$ cat config.mk
export PLATFORM = sky130hd
export DESIGN_NAME = best_fit_partition_allocator_top_flat
export DESIGN_NICKNAME = d
export VERILOG_FILES = /design/src/bfpa_pkg.sv /design/src/bfpa_if.sv /design/src/bfpa_ram.sv /design/src/best_fit_partition_allocator_top.sv /design/src/flat_wrapper.sv
export SDC_FILE = /design/constraint.sdc
export NUM_CORES = 1
export LEC_CHECK = 0
export BUFFER_PORTS_ARGS = -buffer_cell sky130_fd_sc_hd__clkbuf_2
export CORE_ASPECT_RATIO = 0.75
export CORE_MARGIN = 5
export CORE_UTILIZATION = 62
export CTS_CLUSTER_SIZE = 40
export DETAILED_ROUTE_END_ITERATION = 6
export MAX_ROUTING_LAYER = met4
export PLACE_DENSITY = 0.82
export SLEW_MARGIN = 20
export SYNTH_ARGS = -nofsm -noshare
export SYNTH_HDL_FRONTEND = slang
export SYNTH_SLANG_ARGS = --single-unit
export TNS_END_PERCENT = 5
$ cat constraint.sdc
create_clock -name clk -period 3.95 [get_ports clk]
set_input_delay 0.1975 -clock clk [delete_from_list [all_inputs] [get_ports clk]]
set_output_delay 0.1975 -clock clk [all_outputs]
set_load 0.05 [all_outputs]
$ cat src/bfpa_pkg.sv
// package for the best-fit partition allocator
// widths of the channel fields, default sizes and request codes; no dependencies
`default_nettype none

package bfpa_pkg;

  localparam int MAX_PARTITIONS_DEF = 16;
  localparam int SIZE_BITS_DEF      = 16;

  localparam int OPCODE_W = 1;
  localparam int PIDX_W   = 4;
  localparam int AMOUNT_W = 16;
  localparam int COUNT_W  = 5;
  localparam int LEFT_W   = 16;

  localparam logic [OPCODE_W-1:0] OP_LOAD    = 1'b0;
  localparam logic [OPCODE_W-1:0] OP_REQUEST = 1'b1;

endpackage

`default_nettype wire

$ cat src/bfpa_if.sv
// channel interfaces for the best-fit partition allocator: input, result, config
// depends on bfpa_pkg for field widths
`default_nettype none

interface bfpa_item_if;
  logic                          valid;
  logic                          ready;
  logic [bfpa_pkg::OPCODE_W-1:0] opcode;
  logic [bfpa_pkg::PIDX_W-1:0]   partition_index;
  logic [bfpa_pkg::AMOUNT_W-1:0] amount;

  modport source (output valid, opcode, partition_index, amount, input ready);
  modport sink   (input valid, opcode, partition_index, amount, output ready);
endinterface

interface bfpa_result_if;
  logic                        valid;
  logic                        ready;
  logic                        granted;
  logic [bfpa_pkg::PIDX_W-1:0] chosen_partition;
  logic [bfpa_pkg::LEFT_W-1:0] leftover;

  modport source (output valid, granted, chosen_partition, leftover, input ready);
  modport sink   (input valid, granted, chosen_partition, leftover, output ready);
endinterface

interface bfpa_cfg_if;
  logic                         valid;
  logic                         ready;
  logic [bfpa_pkg::COUNT_W-1:0] data;

  modport source (output valid, data, input ready);
  modport sink   (input valid, data, output ready);
endinterface

`default_nettype wire

$ cat src/bfpa_ram.sv
// generic single-write, single-read ram with registered read data
// no dependencies
`default_nettype none

module bfpa_ram #(
  parameter int WIDTH = 16,
  parameter int DEPTH = 16
) (
  input  wire logic                     clk,
  input  wire logic                     we,
  input  wire logic [$clog2(DEPTH)-1:0] waddr,
  input  wire logic [WIDTH-1:0]         wdata,
  input  wire logic                     re,
  input  wire logic [$clog2(DEPTH)-1:0] raddr,
  output      logic [WIDTH-1:0]         rdata
);

  logic [WIDTH-1:0] mem [DEPTH];

  always_ff @(posedge clk) begin
    if (we) begin
      mem[waddr] <= wdata;
    end
    if (re) begin
      rdata <= mem[raddr];
    end
  end

endmodule

`default_nettype wire

$ cat src/best_fit_partition_allocator_top.sv
// top level of the best-fit partition allocator: sequencer, one comparator, size table
// depends on bfpa_pkg, bfpa_if.sv (channel interfaces) and bfpa_ram
//
// usage
//   cfg channel: writes partition_count, the number of partitions searched
//     (entries 0 upward, saturated to MAX_PARTITIONS); always ready, write only
//     while the block is idle
//   item channel: opcode load stores amount as the size of partition_index
//     (indexes past the table are dropped); opcode request asks for amount
//   result channel: one result per request, none per load; granted, the
//     partition chosen and what is left of it, or all zero when refused
// timing
//   a load is written to the size table as it is taken, and the block stays ready
//   a request walks the size table through the single read port of the ram,
//   one entry a cycle, with one shared compare/subtract unit, through the states
//   S_SCAN, S_LAST and S_DONE (only S_DONE with no partitions), then ready again
//   the result sits in an output register; when the receiver stalls, further
//   loads are still taken, and a following request runs its scan but holds
//   its write-back until the previous result has been taken
// reset
//   partition_count goes to 0 and the channels go idle; the size table is not
//   cleared, an entry reads undefined until it is loaded
`default_nettype none

module best_fit_partition_allocator_top #(
  parameter int MAX_PARTITIONS = bfpa_pkg::MAX_PARTITIONS_DEF,
  parameter int SIZE_BITS      = bfpa_pkg::SIZE_BITS_DEF
) (
  input wire logic          clk,
  input wire logic          rst,
  bfpa_item_if.sink         item,
  bfpa_result_if.source     result,
  bfpa_cfg_if.sink          cfg
);

  localparam int IDX_W = $clog2(MAX_PARTITIONS);
  localparam int CNT_W = $clog2(MAX_PARTITIONS + 1);
  localparam int CMP_W = (SIZE_BITS > bfpa_pkg::AMOUNT_W) ? SIZE_BITS : bfpa_pkg::AMOUNT_W;

  // one-hot sequencer states
  typedef enum logic [3:0] {
    S_IDLE = 4'b0001,
    S_SCAN = 4'b0010,
    S_LAST = 4'b0100,
    S_DONE = 4'b1000
  } state_t;

  state_t state, state_next;

  logic [bfpa_pkg::COUNT_W-1:0]  partition_count;
  logic [bfpa_pkg::AMOUNT_W-1:0] amount;
  logic [IDX_W-1:0]              rd_idx;
  logic [IDX_W-1:0]              last_idx;
  logic                          cmp_valid;
  logic [IDX_W-1:0]              cmp_idx;
  logic                          found;
  logic [IDX_W-1:0]              best_idx;
  logic [SIZE_BITS-1:0]          best_size;

  logic                          out_valid;
  logic                          out_granted;
  logic [bfpa_pkg::PIDX_W-1:0]   out_partition;
  logic [bfpa_pkg::LEFT_W-1:0]   out_leftover;

  logic [CNT_W-1:0]              count_sat;
  logic                          item_take;
  logic                          is_request;
  logic                          load_ok;
  logic                          out_free;
  logic                          finish;
  logic                          fits;
  logic                          better;
  logic [CMP_W-1:0]              diff;

  logic                          ram_we;
  logic [IDX_W-1:0]              ram_waddr;
  logic [SIZE_BITS-1:0]          ram_wdata;
  logic                          ram_re;
  logic [SIZE_BITS-1:0]          ram_rdata;

  // config register, always ready
  assign cfg.ready = 1'b1;

  always_ff @(posedge clk) begin
    if (rst) begin
      partition_count <= '0;
    end else if (cfg.valid) begin
      partition_count <= cfg.data;
    end
  end

  // searched entries, saturated to the table depth
  assign count_sat = (32'(partition_count) > 32'(MAX_PARTITIONS)) ?
                     CNT_W'(MAX_PARTITIONS) : CNT_W'(partition_count);

  assign item.ready = (state == S_IDLE);
  assign item_take  = item.valid && item.ready;
  assign is_request = (item.opcode == bfpa_pkg::OP_REQUEST);
  assign load_ok    = 32'(item.partition_index) < 32'(MAX_PARTITIONS);

  assign out_free = !out_valid || result.ready;
  assign finish   = (state == S_DONE) && out_free;

  // shared compare/subtract unit
  assign fits   = CMP_W'(ram_rdata) >= CMP_W'(amount);
  assign better = !found || (ram_rdata < best_size);
  assign diff   = CMP_W'(best_size) - CMP_W'(amount);

  always_comb begin
    state_next = state;
    unique case (state)
      S_IDLE: begin
        if (item_take && is_request) begin
          state_next = (count_sat == '0) ? S_DONE : S_SCAN;
        end
      end
      S_SCAN: begin
        if (rd_idx == last_idx) begin
          state_next = S_LAST;
        end
      end
      S_LAST: state_next = S_DONE;
      S_DONE: begin
        if (out_free) begin
          state_next = S_IDLE;
        end
      end
      default: state_next = S_IDLE;
    endcase
  end

  always_ff @(posedge clk) begin
    if (rst) begin
      state     <= S_IDLE;
      cmp_valid <= 1'b0;
      found     <= 1'b0;
    end else begin
      state <= state_next;
      if (item_take && is_request) begin
        cmp_valid <= 1'b0;
        found     <= 1'b0;
      end else begin
        cmp_valid <= (state == S_SCAN);
        if (cmp_valid && fits && better) begin
          found <= 1'b1;
        end
      end
    end
  end

  // scan datapath
  always_ff @(posedge clk) begin
    if (item_take && is_request) begin
      amount   <= item.amount;
      rd_idx   <= '0;
      last_idx <= IDX_W'(count_sat - CNT_W'(1));
    end else if (state == S_SCAN) begin
      rd_idx <= rd_idx + IDX_W'(1);
    end
    if (state == S_SCAN) begin
      cmp_idx <= rd_idx;
    end
    if (cmp_valid && fits && better) begin
      best_idx  <= cmp_idx;
      best_size <= ram_rdata;
    end
  end

  // table write port: loads in idle, write-back of the granted partition at finish
  always_comb begin
    ram_we    = 1'b0;
    ram_waddr = IDX_W'(item.partition_index);
    ram_wdata = SIZE_BITS'(item.amount);
    if (finish) begin
      ram_we    = found;
      ram_waddr = best_idx;
      ram_wdata = SIZE_BITS'(diff);
    end else if (item_take && !is_request) begin
      ram_we = load_ok;
    end
  end

  assign ram_re = (state == S_SCAN);

  bfpa_ram #(
    .WIDTH (SIZE_BITS),
    .DEPTH (MAX_PARTITIONS)
  ) u_size_ram (
    .clk   (clk),
    .we    (ram_we),
    .waddr (ram_waddr),
    .wdata (ram_wdata),
    .re    (ram_re),
    .raddr (rd_idx),
    .rdata (ram_rdata)
  );

  // output register
  always_ff @(posedge clk) begin
    if (rst) begin
      out_valid <= 1'b0;
    end else if (finish) begin
      out_valid <= 1'b1;
    end else if (result.ready) begin
      out_valid <= 1'b0;
    end
  end

  always_ff @(posedge clk) begin
    if (finish) begin
      out_granted <= found;
      if (found) begin
        out_partition <= bfpa_pkg::PIDX_W'(best_idx);
        out_leftover  <= bfpa_pkg::LEFT_W'(SIZE_BITS'(diff));
      end else begin
        out_partition <= '0;
        out_leftover  <= '0;
      end
    end
  end

  assign result.valid            = out_valid;
  assign result.granted          = out_granted;
  assign result.chosen_partition = out_partition;
  assign result.leftover         = out_leftover;

endmodule

`default_nettype wire
$ cat src/flat_wrapper.sv
// flat-port wrapper written by rule: the top's interface ports become plain ports
module best_fit_partition_allocator_top_flat 
#(
  parameter int MAX_PARTITIONS = bfpa_pkg::MAX_PARTITIONS_DEF,
  parameter int SIZE_BITS      = bfpa_pkg::SIZE_BITS_DEF
)
  (clk, rst, item_valid, item_opcode, item_partition_index, item_amount, item_ready, result_valid, result_granted, result_chosen_partition, result_leftover, result_ready, cfg_valid, cfg_data, cfg_ready);
  bfpa_item_if item_i ();
  bfpa_result_if result_i ();
  bfpa_cfg_if cfg_i ();
  input wire logic clk;
  input wire logic rst;
  input wire logic [$bits(item_i.valid)-1:0] item_valid;
  input wire logic [$bits(item_i.opcode)-1:0] item_opcode;
  input wire logic [$bits(item_i.partition_index)-1:0] item_partition_index;
  input wire logic [$bits(item_i.amount)-1:0] item_amount;
  output wire logic [$bits(item_i.ready)-1:0] item_ready;
  output wire logic [$bits(result_i.valid)-1:0] result_valid;
  output wire logic [$bits(result_i.granted)-1:0] result_granted;
  output wire logic [$bits(result_i.chosen_partition)-1:0] result_chosen_partition;
  output wire logic [$bits(result_i.leftover)-1:0] result_leftover;
  input wire logic [$bits(result_i.ready)-1:0] result_ready;
  input wire logic [$bits(cfg_i.valid)-1:0] cfg_valid;
  input wire logic [$bits(cfg_i.data)-1:0] cfg_data;
  output wire logic [$bits(cfg_i.ready)-1:0] cfg_ready;
  assign item_i.valid = item_valid;
  assign item_i.opcode = item_opcode;
  assign item_i.partition_index = item_partition_index;
  assign item_i.amount = item_amount;
  assign item_ready = item_i.ready;
  assign result_valid = result_i.valid;
  assign result_granted = result_i.granted;
  assign result_chosen_partition = result_i.chosen_partition;
  assign result_leftover = result_i.leftover;
  assign result_i.ready = result_ready;
  assign cfg_i.valid = cfg_valid;
  assign cfg_i.data = cfg_data;
  assign cfg_ready = cfg_i.ready;
  best_fit_partition_allocator_top #(.MAX_PARTITIONS(MAX_PARTITIONS), .SIZE_BITS(SIZE_BITS)) u_core (.clk(clk), .rst(rst), .item(item_i), .result(result_i), .cfg(cfg_i));
endmodule
# Word level (Yosys, flattened, before mapping)
# Memories as Yosys holds them, arrays and structs flattened. A register that Yosys moved wholly into a read port is not among the register bits.
# Index checks and enable logic that the tools add are counted.
# word_totals
romBits,0
in_bits,31
word_cells,58
ramBits,256
latch_bits,0
regBits,81
out_inout_bits,24
mem_count,1
# classes
reduce_logical,15
n_addsub,3
n_mul,0
n_bitwise,0
n_lt_le_gt_ge,3
shift,0
n_eq_ne,8
div_mod_pow,0
mux,14
# memory_table
name,depth,word_bits,read_ports,rd_ports_with_merged_regs,wr,line_no,text
u_core.u_size_ram.mem,16,16,1,1,1,bfpa_ram.sv:18,logic [WIDTH-1:0] mem [DEPTH];
# op_table
op,n
two-way mux 4 bit,5
greater-or-equal comparator 16 bit,1
less-than comparator 16 bit,1
two-way mux 16 bit,1
one-hot mux 4 bit (4 select lines),1
subtractor 16 bit,1
logical AND 1 bit,6
two-way mux 1 bit,6
greater-than comparator 5 bit (second input constant),1
zero test 5 bit,1
two-way mux 5 bit,1
adder 4 x 1 -> 4 bit (second input constant),1
equality test 4 x 1 -> 1 bit (second input constant),1
equality test 4 x 2 -> 1 bit (second input constant),1
equality test 4 x 3 -> 1 bit (second input constant),1
equality test 4 bit,1
equality test 4 bit (second input constant),1
inequality test 2 bit (second input constant),2
subtractor 4 x 1 -> 4 bit (second input constant),1
zero test 1 bit,3
AND reduction 3 bit,1
logical OR 1 bit,2
inequality test 2 x 1 -> 1 bit (second input constant),1
nonzero test 2 bit,1
OR reduction 2 bit,1

# Logic depth before layout (Yosys ltp)
# Gate-level depths: netlist (run 1).
# logic_depth
depth_word,7
ltp_mapped,9
depth_no_buf,9

# Modules after synthesis
# A second synthesis (run 1) with hierarchy kept.
# unflattened
hier_cells,851
area_unflattened_um2,14784.2
# by_module_without_submodules
mod,n_inst,cells_per_inst,area_each_um2,seq_area_each_um2
bfpa_ram,1,432,10203.5,8167.8
best_fit_partition_allocator_top,1,419,4580.6,2272.2

# Worst setup path before layout (run 1)
# No wires, ideal clock.
# synth_path
path_type,register to register
from,register u_core.best_size[6]
to,"memory u_core.u_size_ram.mem[0][15], data pin"
stages_incl_launch_ff,9
slack_ps,1068
n_path_buf,1
period_less_slack_ps,2882
required_ps,3609
setup_ps,341
arrival_ps,2541
path_cell_list,edfxtp_1 -> ha_1 -> clkbuf_1 -> a21o_1 -> nand2b_1 -> o21ba_2 -> o2111a_1 -> o21a_1 -> o31ai_1
# synth_between
elab_chain_len,2
# synth_lines
element,line_no,text
from (decl),best_fit_partition_allocator_top.sv:58,logic [SIZE_BITS-1:0] best_size;
from (signal assigned),best_fit_partition_allocator_top.sv:165,best_size <= ram_rdata;
subtractor 16 bit,best_fit_partition_allocator_top.sv:107,assign diff = CMP_W'(best_size) - CMP_W'(amount);
two-way mux 16 bit,best_fit_partition_allocator_top.sv:174,if (finish) begin
net u_core.ram_wdata[15],best_fit_partition_allocator_top.sv:77,logic [SIZE_BITS-1:0] ram_wdata;
to (decl),bfpa_ram.sv:18,
# The timed path passes the listed nets, and every way through them passes these cells.

# Worst setup path after layout (run 1)
# layout_path
from,register u_core.u_size_ram.rdata[11] (read register of u_core.u_size_ram.mem)
to,"register u_core.best_size[5], enable pin"
# layout_between
elab_chain_len,3
word_cells_on_any_way,5
cone_classes,order compare: 2; reduce/logical: 3
# layout_lines
element,line_no,text
from (decl),bfpa_ram.sv:15,output logic [WIDTH-1:0] rdata
greater-or-equal comparator 16 bit / less-than comparator 16 bit (equally long branches),"best_fit_partition_allocator_top.sv:105, best_fit_partition_allocator_top.sv:106",
logical AND 1 bit / logical OR 1 bit (equally long branches),"best_fit_partition_allocator_top.sv:163, best_fit_partition_allocator_top.sv:106",
logical AND 1 bit (*),best_fit_partition_allocator_top.sv:163,if (cmp_valid && fits && better) begin
# Every way passes the cells marked *; elsewhere a longest branch is shown, timed or not.
# A chain may end at the register's enable or synchronous reset.

==> results of run 1 <==
## kinds of logic (layout without fill, tap and decap cells)
logic type,Yosys count,after routing
buffers and inverters,68,205
flip-flops,353,353
adder cells (fa/ha/maj),49,49
XOR/XNOR,23,23
AO/OA/AOI/OAI,80,80
AND/OR/NAND/NOR,148,148
multiplexers,95,95
other,1,1
## registers in the layout, summed over array words and instances (netlist names), 4 cells and up
signal                          flops
u_core.u_size_ram.mem             256
u_core.amount                      16
u_core.best_size                   16
u_core.result.leftover             16
u_core.u_size_ram.rdata            16
u_core.partition_count              5
u_core.best_idx                     4
u_core.cmp_idx                      4
u_core.last_idx                     4
u_core.rd_idx                       4
u_core.result.chosen_partition      4
u_core.state                        4
## power by group through the flow
stage	registers, mW	logic, mW	clock network, mW
after floorplan	4.38	0.902	0
after global placement	4.45	1.13	0
after detailed placement	4.46	1.15	0
after CTS	4.38	1.19	2.87
after global routing	4.39	1.28	3.04
final	4.37	1.19	2.83
## routing by layer
metal | GRT usage | up-vias | share of wire
li1 | - | 3462 | -
met1 | 0.354 | 4127 | 0.40
met2 | 0.411 | 436 | 0.49
met3 | 0.0539 | 59 | 0.090
met4 | 0.0602 | 0 | 0.022
met5 | - | - | 0
## worst paths after layout
| kind | startpoint | endpoint | slack [ns] |
|---|---|---|---|
| setup reg to reg | u_core.u_size_ram.rdata[11] | u_core.best_size[5] | 0.87 |
| hold / removal | item_valid | u_core.state[0] | 0.05 |
| setup / recovery | u_core.u_size_ram.rdata[11] | u_core.best_size[5] | 0.87 |
| hold reg to reg | u_core.cmp_idx[1] | u_core.best_idx[1] | 0.43 |
## metrics by stage
stage               area, µm²  setup slack, ns  hold slack [ns]  utilization  power (mW)
floorplan               14800             1.07            0.296            -        5.28
global placement        15600             1.05            0.392        0.671        5.58
detailed placement      15600            0.995            0.392        0.671        5.61
CTS                     16800            0.960           0.0233        0.724        8.44
global route            16800            0.754           0.0588        0.724        8.71
finish                  16800            0.875           0.0505        0.724        8.40
## tightest hold or removal path: stages
cell and delay [ns]:
clkbuf_2 0.10, nand2_1 0.11, a21oi_1 0.11, nand2_1 0.06
## repair_timing
action / CTS / global route
endpoints found under the hold margin: 23 / 0
hold buffers: 29 / 0
buffers inserted: 0 / 0
## Yosys cell counts (12+ instances only)
master	count
nand2b_1	14
xor2_1	12
o21ai_0	18
nand2_1	34
clkbuf_1	13
dfxtp_1	16
inv_1	39
edfxtp_1	337
and2_1	17
mux4_2	80
ha_1	48
nor2_1	40
a21oi_1	24
## cell type report
class                      instances  area [µm²]
sequential                       353       10400
fill                            1339        6420
multi-input combinational        396        4110
timing repair buffer             112         806
clock buffer                      34         787
tap                              300         375
clock inverter                    19         151
inverter                          40         150
## cell usage in the layout (no fill, tap or decap), drive strengths merged, types with 7 or more instances in the layout
| master | synthesis | final |
|---|---|---|
| a21oi | 24 | 24 |
| o21ai | 18 | 18 |
| edfxtp | 337 | 337 |
| and2 | 17 | 17 |
| nor3 | 10 | 10 |
| buf | 14 | 30 |
| mux4 | 80 | 80 |
| mux2i | 7 | 7 |
| dfxtp | 16 | 16 |
| nor2 | 40 | 40 |
| inv | 40 | 40 |
| clkbuf | 14 | 87 |
| dlygate4sd3 | 0 | 29 |
| xor2 | 12 | 12 |
| a21o | 10 | 10 |
| xnor2 | 11 | 11 |
| nand2 | 34 | 34 |
| mux2 | 8 | 8 |
| ha | 48 | 48 |
| nand2b | 14 | 14 |
| clkinv | 0 | 14 |
==> summary.md, run 1 <==
| Metric | Value |
|---|---|
| Seq pwr share | `0.521` |
| Clock skew | `0.0180 ns` |
| WL final | `33.1 mm` |
| Relative slew slack | `0.298` |
| Worst slew pin tran | `1.05 ns` |
| Sink Count | `353` |
| Max-cap violations | `0` |
| Post-synth top flop | `edfxtp_1` |
| Synth area leaders | `edfxtp_1 (68%), mux4_2 (12%), ha_1 (4.1%)` |
| Max-slew violation count | `0` |
| Count of input and output buffers | `53` |
| Total Nets Final | `1014` |
| Max clock buf depth | `3` |
| DP HPWL | `20.5 mm` |
| Compound-gate portion of the synthesized area | `0.0350` |
| Number of synthesized flops with an enable pin | `337` |
| Final std cells w/o fill | `1254` |
| CP cell instances | `ha_1 -> a21oi_1 -> o21ai_0 -> a211oi_1 -> nor3_1 -> o31ai_1 -> o211a_1` |
| Area grow syn2layout | `13.9%` |
| CP peak stage delay | `0.79 ns` |
| Yosys cell types | `55` |
| Post-Synth XOR/XNOR Area | `0.0136` |
| Synth Instances | `817` |
| Final ANT Viol Nets | `0` |
| NetSw | `2.02 mW` |
| Placed insts | `1172` |
| Initial Util | `0.636` |
| Final period demand of the worst path | `3.08 ns` |
| Mapped Avg Cell Area | `18.1 µm²` |
| Status | `finished clean` |
| R2r worst-path depth | `7` |
| Vias in the first global route | `8253` |
| Largest family of logic cells by synthesized area | `multiplexers` |
| Die width | `188 µm` |
| Fin crit share | `0.778` |
| Largest area contributor in the synthesized netlist | `edfxtp_1` |
| Drt initial violations | `977` |
| First-pass GRT wire length | `50.4 mm` |
| Die area | `27100 µm²` |
| Min-delay worst type | `in -> reg` |
| # IOs | `55` |
| Yosys reg bits | `353` |
| Root Buffer Master | `clkbuf_16` |
| Hold-critical path depth | `4` |
| Int Pwr | `6.38 mW` |
| Row Count | `48` |
| Worst VDD drop | `0.535 mV` |
| Post-Syn Nets | `897` |
| Core Footprint | `23200 µm²` |
| Grt total ovfl | `0` |
| Nature of the critical path startpoint | `flop` |
| Antenna violations before repair | `0` |
| Post-synth ARST share | `0` |
| H-tree depth | `1` |
| CTS tree | `done` |
| TritonRoute pass-1 iters | `7` |
| Endpoint class of the critical path | `flop` |
| Simple-gate share of the synthesized area | `0.0511` |
| Fin. Hold Viols | `0` |
| Yosys warns | `0` |
| RSZ-0062 raised after global routing | `false` |
| WP data required | `4.12 ns` |
| Gate power share | `0.142` |
| Kind of cell adding the most delay to the critical path | `compound AO/OA/AOI/OAI gates` |
| TritonCTS buffer count | `31` |
| Fin Setup TNS | `0 ns` |
| DRC | `0` |
| Die Y | `144 µm` |
| CP bufs+invs | `0` |
| Placer congestion estimate | `0.900` |
| Post-synthesis mux area share | `0.133` |
| DR WL/cell | `26.4 µm` |
| Pwr dens | `499 nW/µm²` |
| Slowest CP cell | `o211a_1` |
| Synth Area in Adders | `0.0420` |
| Stages on worst setup path | `7` |
| Post-cts sizing count | `0` |
| Yosys top cell area share | `0.685` |
| Via count | `8084` |
| GRT Overall Usage | `0.258` |
| Netlist Area Pre-Place | `14800 µm²` |
| P_leak | `5.78 nW` |
| Clock power frac | `0.337` |
| Kind of critical path | `reg -> reg` |
| Maximum fanout along the worst path | `20` |
| CTS clk-pin slew, worst paths | `0.07 ns` |
| Max Clk Rate | `0.325 GHz` |
| CP arrival | `3.25 ns` |
| Ant. Diodes | `0` |
| Switch share | `0.241` |
| Largest net degree at the start of global routing | `43` |
| Seq/Total Area, Yosys | `0.706` |
| Fraction of layout cells with a size suffix above 1 | `0.252` |
| Via-to-Cell Ratio | `6.45` |
| Clk Latency, worst-skew pair | `0.56 ns` |
| Final setup viols | `0` |
Note: power is estimated with default switching activity, not from simulation.
==> run 2: changes to the inputs <==
--- a/config.mk
+++ b/config.mk
@@ -8,11 +8,11 @@
 export BUFFER_PORTS_ARGS = -buffer_cell sky130_fd_sc_hd__clkbuf_2
 export CORE_ASPECT_RATIO = 0.75
 export CORE_MARGIN = 5
-export CORE_UTILIZATION = 62
+export CORE_UTILIZATION = 56
 export CTS_CLUSTER_SIZE = 40
 export DETAILED_ROUTE_END_ITERATION = 6
 export MAX_ROUTING_LAYER = met4
-export PLACE_DENSITY = 0.82
+export PLACE_DENSITY = 0.78
 export SLEW_MARGIN = 20
 export SYNTH_ARGS = -nofsm -noshare
 export SYNTH_HDL_FRONTEND = slang
==> constraint.sdc (replaced) <==
create_clock -name clk -period 2.7 [get_ports clk]
set_input_delay 0.135 -clock clk [delete_from_list [all_inputs] [get_ports clk]]
set_output_delay 0.135 -clock clk [all_outputs]
set_load 0.05 [all_outputs]
==> summary.md, run 2 (same netlist as run 1, synthesis figures left out) <==
| Metric | Value |
|---|---|
| Via-to-Cell Ratio | `6.00 (-6.9%)` |
| Max reg flops | `256 (unchanged)` |
| DR WL/cell | `25.0 µm (-5.6%)` |
| Most common cell after layout, fill and taps aside | `edfxtp_1` |
| Placed insts | `1242 (+6.0%)` |
| Fin Setup TNS | `0 ns (unchanged)` |
| Kind of critical path | `reg -> reg` |
| Count of input and output buffers | `53 (unchanged)` |
| Final hold slack | `0.188 ns (+0.137 ns)` |
| Die area | `29800 µm² (+10%)` |
| CTS tree | `done` |
| Setup WS pre-CTS | `0.0457 ns (-0.949 ns)` |
| CP arrival | `2.81 ns (-0.44 ns)` |
| Setup bufs post-CTS | `0 (unchanged)` |
| Status | `finished clean` |
| Antenna violations before repair | `0 (unchanged)` |
| R2r setup slk | `0.11 ns (-0.77 ns)` |
| DP HPWL | `21.1 mm (+3.2%)` |
| H-tree depth | `2 (+1)` |
| Fin crit share | `0.961 (+0.183)` |
| DRC | `0 (unchanged)` |
| Initial Util | `0.569 (-0.0668)` |
| Relative slew slack | `0.559 (+0.261)` |
| Final Util | `0.674 (-0.0504)` |
| Critical Path End | `u_core.u_size_ram.mem[12][14]` |
| Max-cap violations | `0 (unchanged)` |
| CP startpoint | `u_core.state[3]` |
| Total Nets Final | `1050 (+3.6%)` |
| Min-delay worst type | `in -> reg` |
| Root Buffer Master | `clkbuf_16` |
| # IOs | `55 (unchanged)` |
| Nature of the critical path startpoint | `flop` |
| Placed cell area | `16000 µm² (+2.8%)` |
| Max clock buf depth | `3 (unchanged)` |
| WL final | `33.5 mm (+0.99%)` |
| R2r startpoint | `u_core.state[3]` |
| GRT Overall Usage | `0.237 (-0.0216)` |
| Placer congestion estimate | `0.903 (+0.42%)` |
| Area grow syn2layout | `18.4%` |
| First-pass GRT wire length | `50.2 mm (-0.27%)` |
| Commonest cells after routing, fill and taps aside | `edfxtp_1 (337), mux4_2 (80), clkbuf_2 (53), ha_1 (48), inv_1 (39)` |
| Final setup viols | `0 (unchanged)` |
| Design Power | `12.9 mW (+53%)` |
| Vias in the first global route | `8157 (-1.2%)` |
| TritonCTS buffer count | `34 (+9.7%)` |
| Final WS setup | `0.105 ns (-0.770 ns)` |
| Fraction of layout cells with a size suffix above 1 | `0.270 (+0.0185)` |
| Worst slew pin tran | `0.661 ns (-0.389 ns)` |
| CP peak stage delay | `0.75 ns (-0.04 ns)` |
| Die width | `198 µm (+4.9%)` |
| Slowest CP cell | `or4b_2` |
| Clk Latency, worst-skew pair | `0.53 ns (-0.03 ns)` |
| Final std cells w/o fill | `1341 (+6.9%)` |
| Clock skew | `0.0185 ns (+0.000549 ns)` |
| Final ANT Viol Nets | `0 (unchanged)` |
| Largest net degree at the start of global routing | `37 (-14%)` |
| Drt initial violations | `789 (-19%)` |
| R2r worst-path depth | `7 (unchanged)` |
| Pwr dens | `737 nW/µm² (+48%)` |
| Largest register by flop count | `u_core.u_size_ram.mem` |
| Endpoint class of the critical path | `flop` |
| Max-slew violation count | `0 (unchanged)` |
| Hold-critical path depth | `6 (+2)` |
| Finished Cell Area | `17500 µm² (+4.0%)` |
| Grt total ovfl | `0 (unchanged)` |
| Final period demand of the worst path | `2.59 ns (-0.480 ns)` |
| RSZ-0062 raised after global routing | `true` |
| Filler cells | `1671 (+25%)` |
| Sink Count | `353 (unchanged)` |
| TritonRoute pass-1 iters | `5 (-2)` |
| Core Footprint | `26000 µm² (+12%)` |
| Worst VDD drop | `0.557 mV (+4.0%)` |
| Max Clk Rate | `0.385 GHz (+19%)` |
| P_leak | `6.06 nW (+4.8%)` |
| WP data required | `2.92 ns (-1.20 ns)` |
| R2r endpoint | `u_core.u_size_ram.mem[12][14]` |
| Via count | `8048 (-0.45%)` |
| CP cell instances | `or4b_2 -> inv_2 -> nand3b_1 -> o32ai_1 -> nand2_1 -> nor2_2 -> buf_4` |
| Maximum fanout along the worst path | `6 (-70%)` |
| Row Count | `51 (+6.3%)` |
| Fin. Hold Viols | `0 (unchanged)` |
| CTS clk-pin slew, worst paths | `0.06 ns (about the same)` |
| Die Y | `151 µm (+4.9%)` |
run 2: worst min-delay path by stage:
stage                             endpoint      startpoint  slack (ns)
after global placement    u_core.amount[9]  item_amount[9]        0.33
final                      u_core.state[3]     item_opcode        0.19
after floorplan           u_core.amount[0]  item_amount[0]        0.23
after CTS                  u_core.state[3]     item_opcode        0.16
after detailed placement  u_core.amount[9]  item_amount[9]        0.34
after global routing       u_core.state[3]     item_opcode        0.22
run 2: timing repair:
| item | 4_1_cts | 5_1_grt |
|---|---|---|
| gates resized for setup | 0 | 8 |
| hold buffers | 36 | 0 |
| hold endpoints to repair | 25 | 0 |
| setup endpoints to repair | 0 | 101 |
run 2: worst max-delay path: cells and delay by family, from the launching register on:
kind | cells | cell delay [ns]
simple gates | 4 | 1.36
flops | 1 | 0.36
buf+inv | 2 | 0.32
compound gates | 1 | 0.25
run 2: area by class of cell:
| cell class | count | area [µm²] | share of cell area |
|---|---|---|---|
| diodes | 1 | 2.50 | 0.000143 |
| multi-input cells | 396 | 4130 | 0.236 |
| repair buffers | 145 | 1270 | 0.0727 |
| clock inverters | 18 | 164 | 0.00937 |
| clock buffers | 44 | 898 | 0.0514 |
| inverters | 40 | 150 | 0.00858 |
| flip-flops and latches | 353 | 10400 | 0.597 |
| well taps | 344 | 430 | 0.0246 |
run 2: layer usage:
metal	track usage	vias to the layer above	wire length [µm]
met2	0.360	377	15600
met4	0.0564	0	707
met5	-	-	0
met1	0.343	4065	14400
li1	-	3552	-
met3	0.0409	54	2780
run 2: power breakdown:
part / total [mW] / switching (mW) / internal, mW
Clock: 4.56 / 1.99 / 2.57
Sequential: 6.32 / 0.118 / 6.20
Combinational: 2.00 / 1.01 / 0.990
Total: 12.9 / 3.13 / 9.76
==> run 3: changes to the inputs <==
--- a/config.mk
+++ b/config.mk
@@ -5,6 +5,7 @@
 export SDC_FILE = /design/constraint.sdc
 export NUM_CORES = 1
 export LEC_CHECK = 0
+export ABC_AREA = 1
 export BUFFER_PORTS_ARGS = -buffer_cell sky130_fd_sc_hd__clkbuf_2
 export CORE_ASPECT_RATIO = 0.75
 export CORE_MARGIN = 5
@@ -12,9 +13,10 @@
 export CTS_CLUSTER_SIZE = 40
 export DETAILED_ROUTE_END_ITERATION = 6
 export MAX_ROUTING_LAYER = met4
-export PLACE_DENSITY = 0.78
+export PLACE_DENSITY = 0.76
 export SLEW_MARGIN = 20
 export SYNTH_ARGS = -nofsm -noshare
 export SYNTH_HDL_FRONTEND = slang
+export SYNTH_HIERARCHICAL = 1
 export SYNTH_SLANG_ARGS = --single-unit
 export TNS_END_PERCENT = 5
==> summary.md, run 3 <==
| Metric | Value |
|---|---|
| Status | `finished clean` |
| Largest register by flop count | `u_core/u_size_ram/mem` |
| Ant. Diodes | `0 (-1)` |
| Commonest cells after routing, fill and taps aside | `nand2_1 (480), edfxtp_1 (337), inv_1 (278), nand3_1 (214), clkbuf_2 (53)` |
| Hold-critical path depth | `4 (-2)` |
| Worst slew pin tran | `0.750 ns (+0.0895 ns)` |
| Maximum fanout along the worst path | `13 (+7)` |
| Fraction of layout cells with a size suffix above 1 | `0.115 (-0.155)` |
| Seq/Total Area, Yosys | `0.642 (-0.0642)` |
| Vias in the first global route | `11.1k (+37%)` |
| Hold wc startpoint | `item_opcode` |
| Via-to-Cell Ratio | `5.42 (-9.7%)` |
| Die area | `32600 µm² (+9.4%)` |
| Antenna violations before repair | `1 (+1)` |
| Post-Syn Nets | `1695 (+89%)` |
| Nature of the critical path startpoint | `flop` |
| Netlist Area Pre-Place | `16300 µm² (+10%)` |
| WP data required | `2.93 ns (about the same)` |
| R2r worst-path depth | `8 (+1)` |
| Via count | `11.7k (+45%)` |
| Fin Setup TNS | `0 ns (unchanged)` |
| Most common cell after layout, fill and taps aside | `nand2_1` |
| Area grow syn2layout | `15.4%` |
| Hold Path Sink | `u_core/rd_idx[2]` |
| Kind of cell adding the most delay to the critical path | `simple AND/OR/NAND/NOR gates` |
| Synth area leaders | `edfxtp_1 (62%), nand2_1 (11%), nand3_1 (6.6%)` |
| DR WL/cell | `18.1 µm (-28%)` |
| CP arrival | `2.75 ns (-0.06 ns)` |
| Initial Util | `0.563 (-0.00561)` |
| Post-synth top flop | `edfxtp_1` |
| Max-cap violations | `0 (unchanged)` |
| Yosys warns | `6 (+6)` |
| Final hold slack | `0.0386 ns (-0.149 ns)` |
| Kind of critical path | `reg -> reg` |
| R2r setup slk | `0.17 ns (+0.07 ns)` |
| CP cell instances | `nor2_1 -> nand3_1 -> nor2_4 -> inv_2 -> o32ai_2 -> nand3_1 -> nor2_4 -> buf_4` |
| Slowest CP cell | `dfxtp_1` |
| Relative slew slack | `0.499 (-0.0591)` |
| Clk Latency, worst-skew pair | `0.53 ns (about the same)` |
| CP peak stage delay | `0.35 ns (-0.40 ns)` |
| Filler cells | `2164 (+30%)` |
| Largest area contributor in the synthesized netlist | `edfxtp_1` |
| Fin. Hold Viols | `0 (unchanged)` |
| Endpoint class of the critical path | `flop` |
| TritonCTS buffer count | `35 (+2.9%)` |
| Final ANT Viol Nets | `0 (unchanged)` |
| Drt initial violations | `1428 (+81%)` |
| Root Buffer Master | `clkbuf_16` |
| Final setup viols | `0 (unchanged)` |
| CTS clk-pin slew, worst paths | `0.06 ns (about the same)` |
| Die width | `207 µm (+4.6%)` |
| Synth Instances | `1615 (+98%)` |
| Count of input and output buffers | `53 (unchanged)` |
| Yosys reg bits | `353 (unchanged)` |
| Pwr dens | `712 nW/µm² (-3.3%)` |
| Total Nets Final | `1816 (+73%)` |
| Grt total ovfl | `0 (unchanged)` |
| # IOs | `55 (unchanged)` |
| First-pass GRT wire length | `60.9 mm (+21%)` |
| GRT Overall Usage | `0.250 (+0.0127)` |
| TritonRoute pass-1 iters | `6 (+1)` |
| Worst VDD drop | `0.535 mV (-3.8%)` |
| Min-delay worst type | `in -> reg` |
| Yosys top cell area share | `0.623 (-0.0622)` |
| Count leader, synth | `nand2_1` |
| P_leak | `8.20 nW (+35%)` |
| CP bufs+invs | `2 (unchanged)` |
| Max reg flops | `256 (unchanged)` |
| DRC | `0 (unchanged)` |
| WL final | `38.9 mm (+16%)` |
| DP HPWL | `25.3 mm (+20%)` |
| R2r startpoint | `u_core/state[0]` |
| CTS tree | `done` |
| Yosys cell types | `38 (-31%)` |
| Fin crit share | `0.936 (-0.0249)` |
| Max Clk Rate | `0.396 GHz (+2.7%)` |
| Mapped Avg Cell Area | `10.1 µm² (-44%)` |
| R2r endpoint | `u_core/u_size_ram/mem[15][8]` |
| Core Footprint | `28900 µm² (+11%)` |
| Number of synthesized flops with an enable pin | `337 (unchanged)` |
| Final WS setup | `0.172 ns (+0.0672 ns)` |
| Placer congestion estimate | `0.957 (+5.9%)` |
| Max clock buf depth | `3 (unchanged)` |
| Final period demand of the worst path | `2.53 ns (-0.0672 ns)` |
| Max-slew violation count | `0 (unchanged)` |
| Row Count | `54 (+5.9%)` |
| Post-synth ARST share | `0 (unchanged)` |
| Setup bufs post-CTS | `0 (unchanged)` |
| Sink Count | `353 (unchanged)` |
| List of most frequent post-synthesis cells | `nand2_1 (484), edfxtp_1 (337), inv_1 (278)` |
| Setup WS pre-CTS | `-0.148 ns (-0.194 ns)` |
| Largest net degree at the start of global routing | `134 (+260%)` |
| H-tree depth | `2 (unchanged)` |
| Die Y | `158 µm (+4.6%)` |
| Clock skew | `0.0214 ns (+0.00287 ns)` |
| RSZ-0062 raised after global routing | `false` |
## run 3: worst reg2reg max path, stage by stage, from the launching register on
cell and delay [ns]:
dfxtp_1 0.35, nor2_1 0.15, nand3_1 0.17, nor2_4 0.22, inv_2 0.17, o32ai_2 0.27, nand3_1 0.33, nor2_4 0.32
buf_4 0.24
## run 3: worst max-delay path by stage
stage / cells past startpoint / startpoint / to
4_1_cts: 11 / u_core/amount[0] / u_core/u_size_ram/mem[12][14]
2_1_floorplan: 8 / u_core/result.valid / u_core/u_size_ram/mem[10][0]
6_report: 8 / u_core/state[0] / u_core/u_size_ram/mem[15][8]
5_1_grt: 9 / u_core/amount[0] / u_core/u_size_ram/mem[12][10]
3_3_place_gp: 9 / u_core/amount[0] / u_core/u_size_ram/mem[4][10]
3_5_place_dp: 9 / u_core/amount[0] / u_core/u_size_ram/mem[5][10]
## run 3: timing repair
| item | in CTS | in global routing |
|---|---|---|
| endpoints found under the hold margin | 23 | 0 |
| gates resized for setup | 5 | 5 |
| cloned | 0 | 0 |
| endpoints found under the setup margin | 64 | 165 |
| hold buffers | 28 | 0 |
## run 3: logic make-up after synthesis
family / share of synthesized area
AO/OA/AOI/OAI: 0.0229
XOR/XNOR: 0.00700
adder cells (fa/ha/maj): 0.0382
buffers and inverters: 0.0868
flip-flops: 0.642
other: 0.000231
AND/OR/NAND/NOR: 0.203
## run 3: layer usage
metal,wire length [µm],global-route usage,vias up
li1,-,-,5495
met1,16200,0.356,5473
met2,17500,0.373,605
met3,4250,0.0488,82
met4,905,0.0657,0
met5,0,-,-
## run 3: where the power goes
part	switching (mW)	internal, mW	total (mW)
Clock	1.99	2.92	4.91
Combinational	1.51	0.635	2.14
Sequential	0.0709	6.24	6.31
## run 3: metrics by stage
step | instances | total power, mW | instance area, µm² | utilization
global route | 2151 | 13.9 | 18800 | 0.650
finish | 2151 | 13.4 | 18800 | 0.650
CTS | 2151 | 13.4 | 18700 | 0.649
global placement | 2063 | 8.40 | 17300 | 0.599
detailed placement | 2063 | 8.47 | 17300 | 0.599
floorplan | 1615 | 7.88 | 16300 | -
## run 3: final cells by class
type	count	area, µm²	share of cell area
clock inverter	19	226	0.0121
timing repair buffer	141	1110	0.0591
sequential	353	10400	0.557
tap	392	490	0.0262
multi-input combinational	920	4490	0.239
inverter	285	1070	0.0573
clock buffer	41	920	0.0490
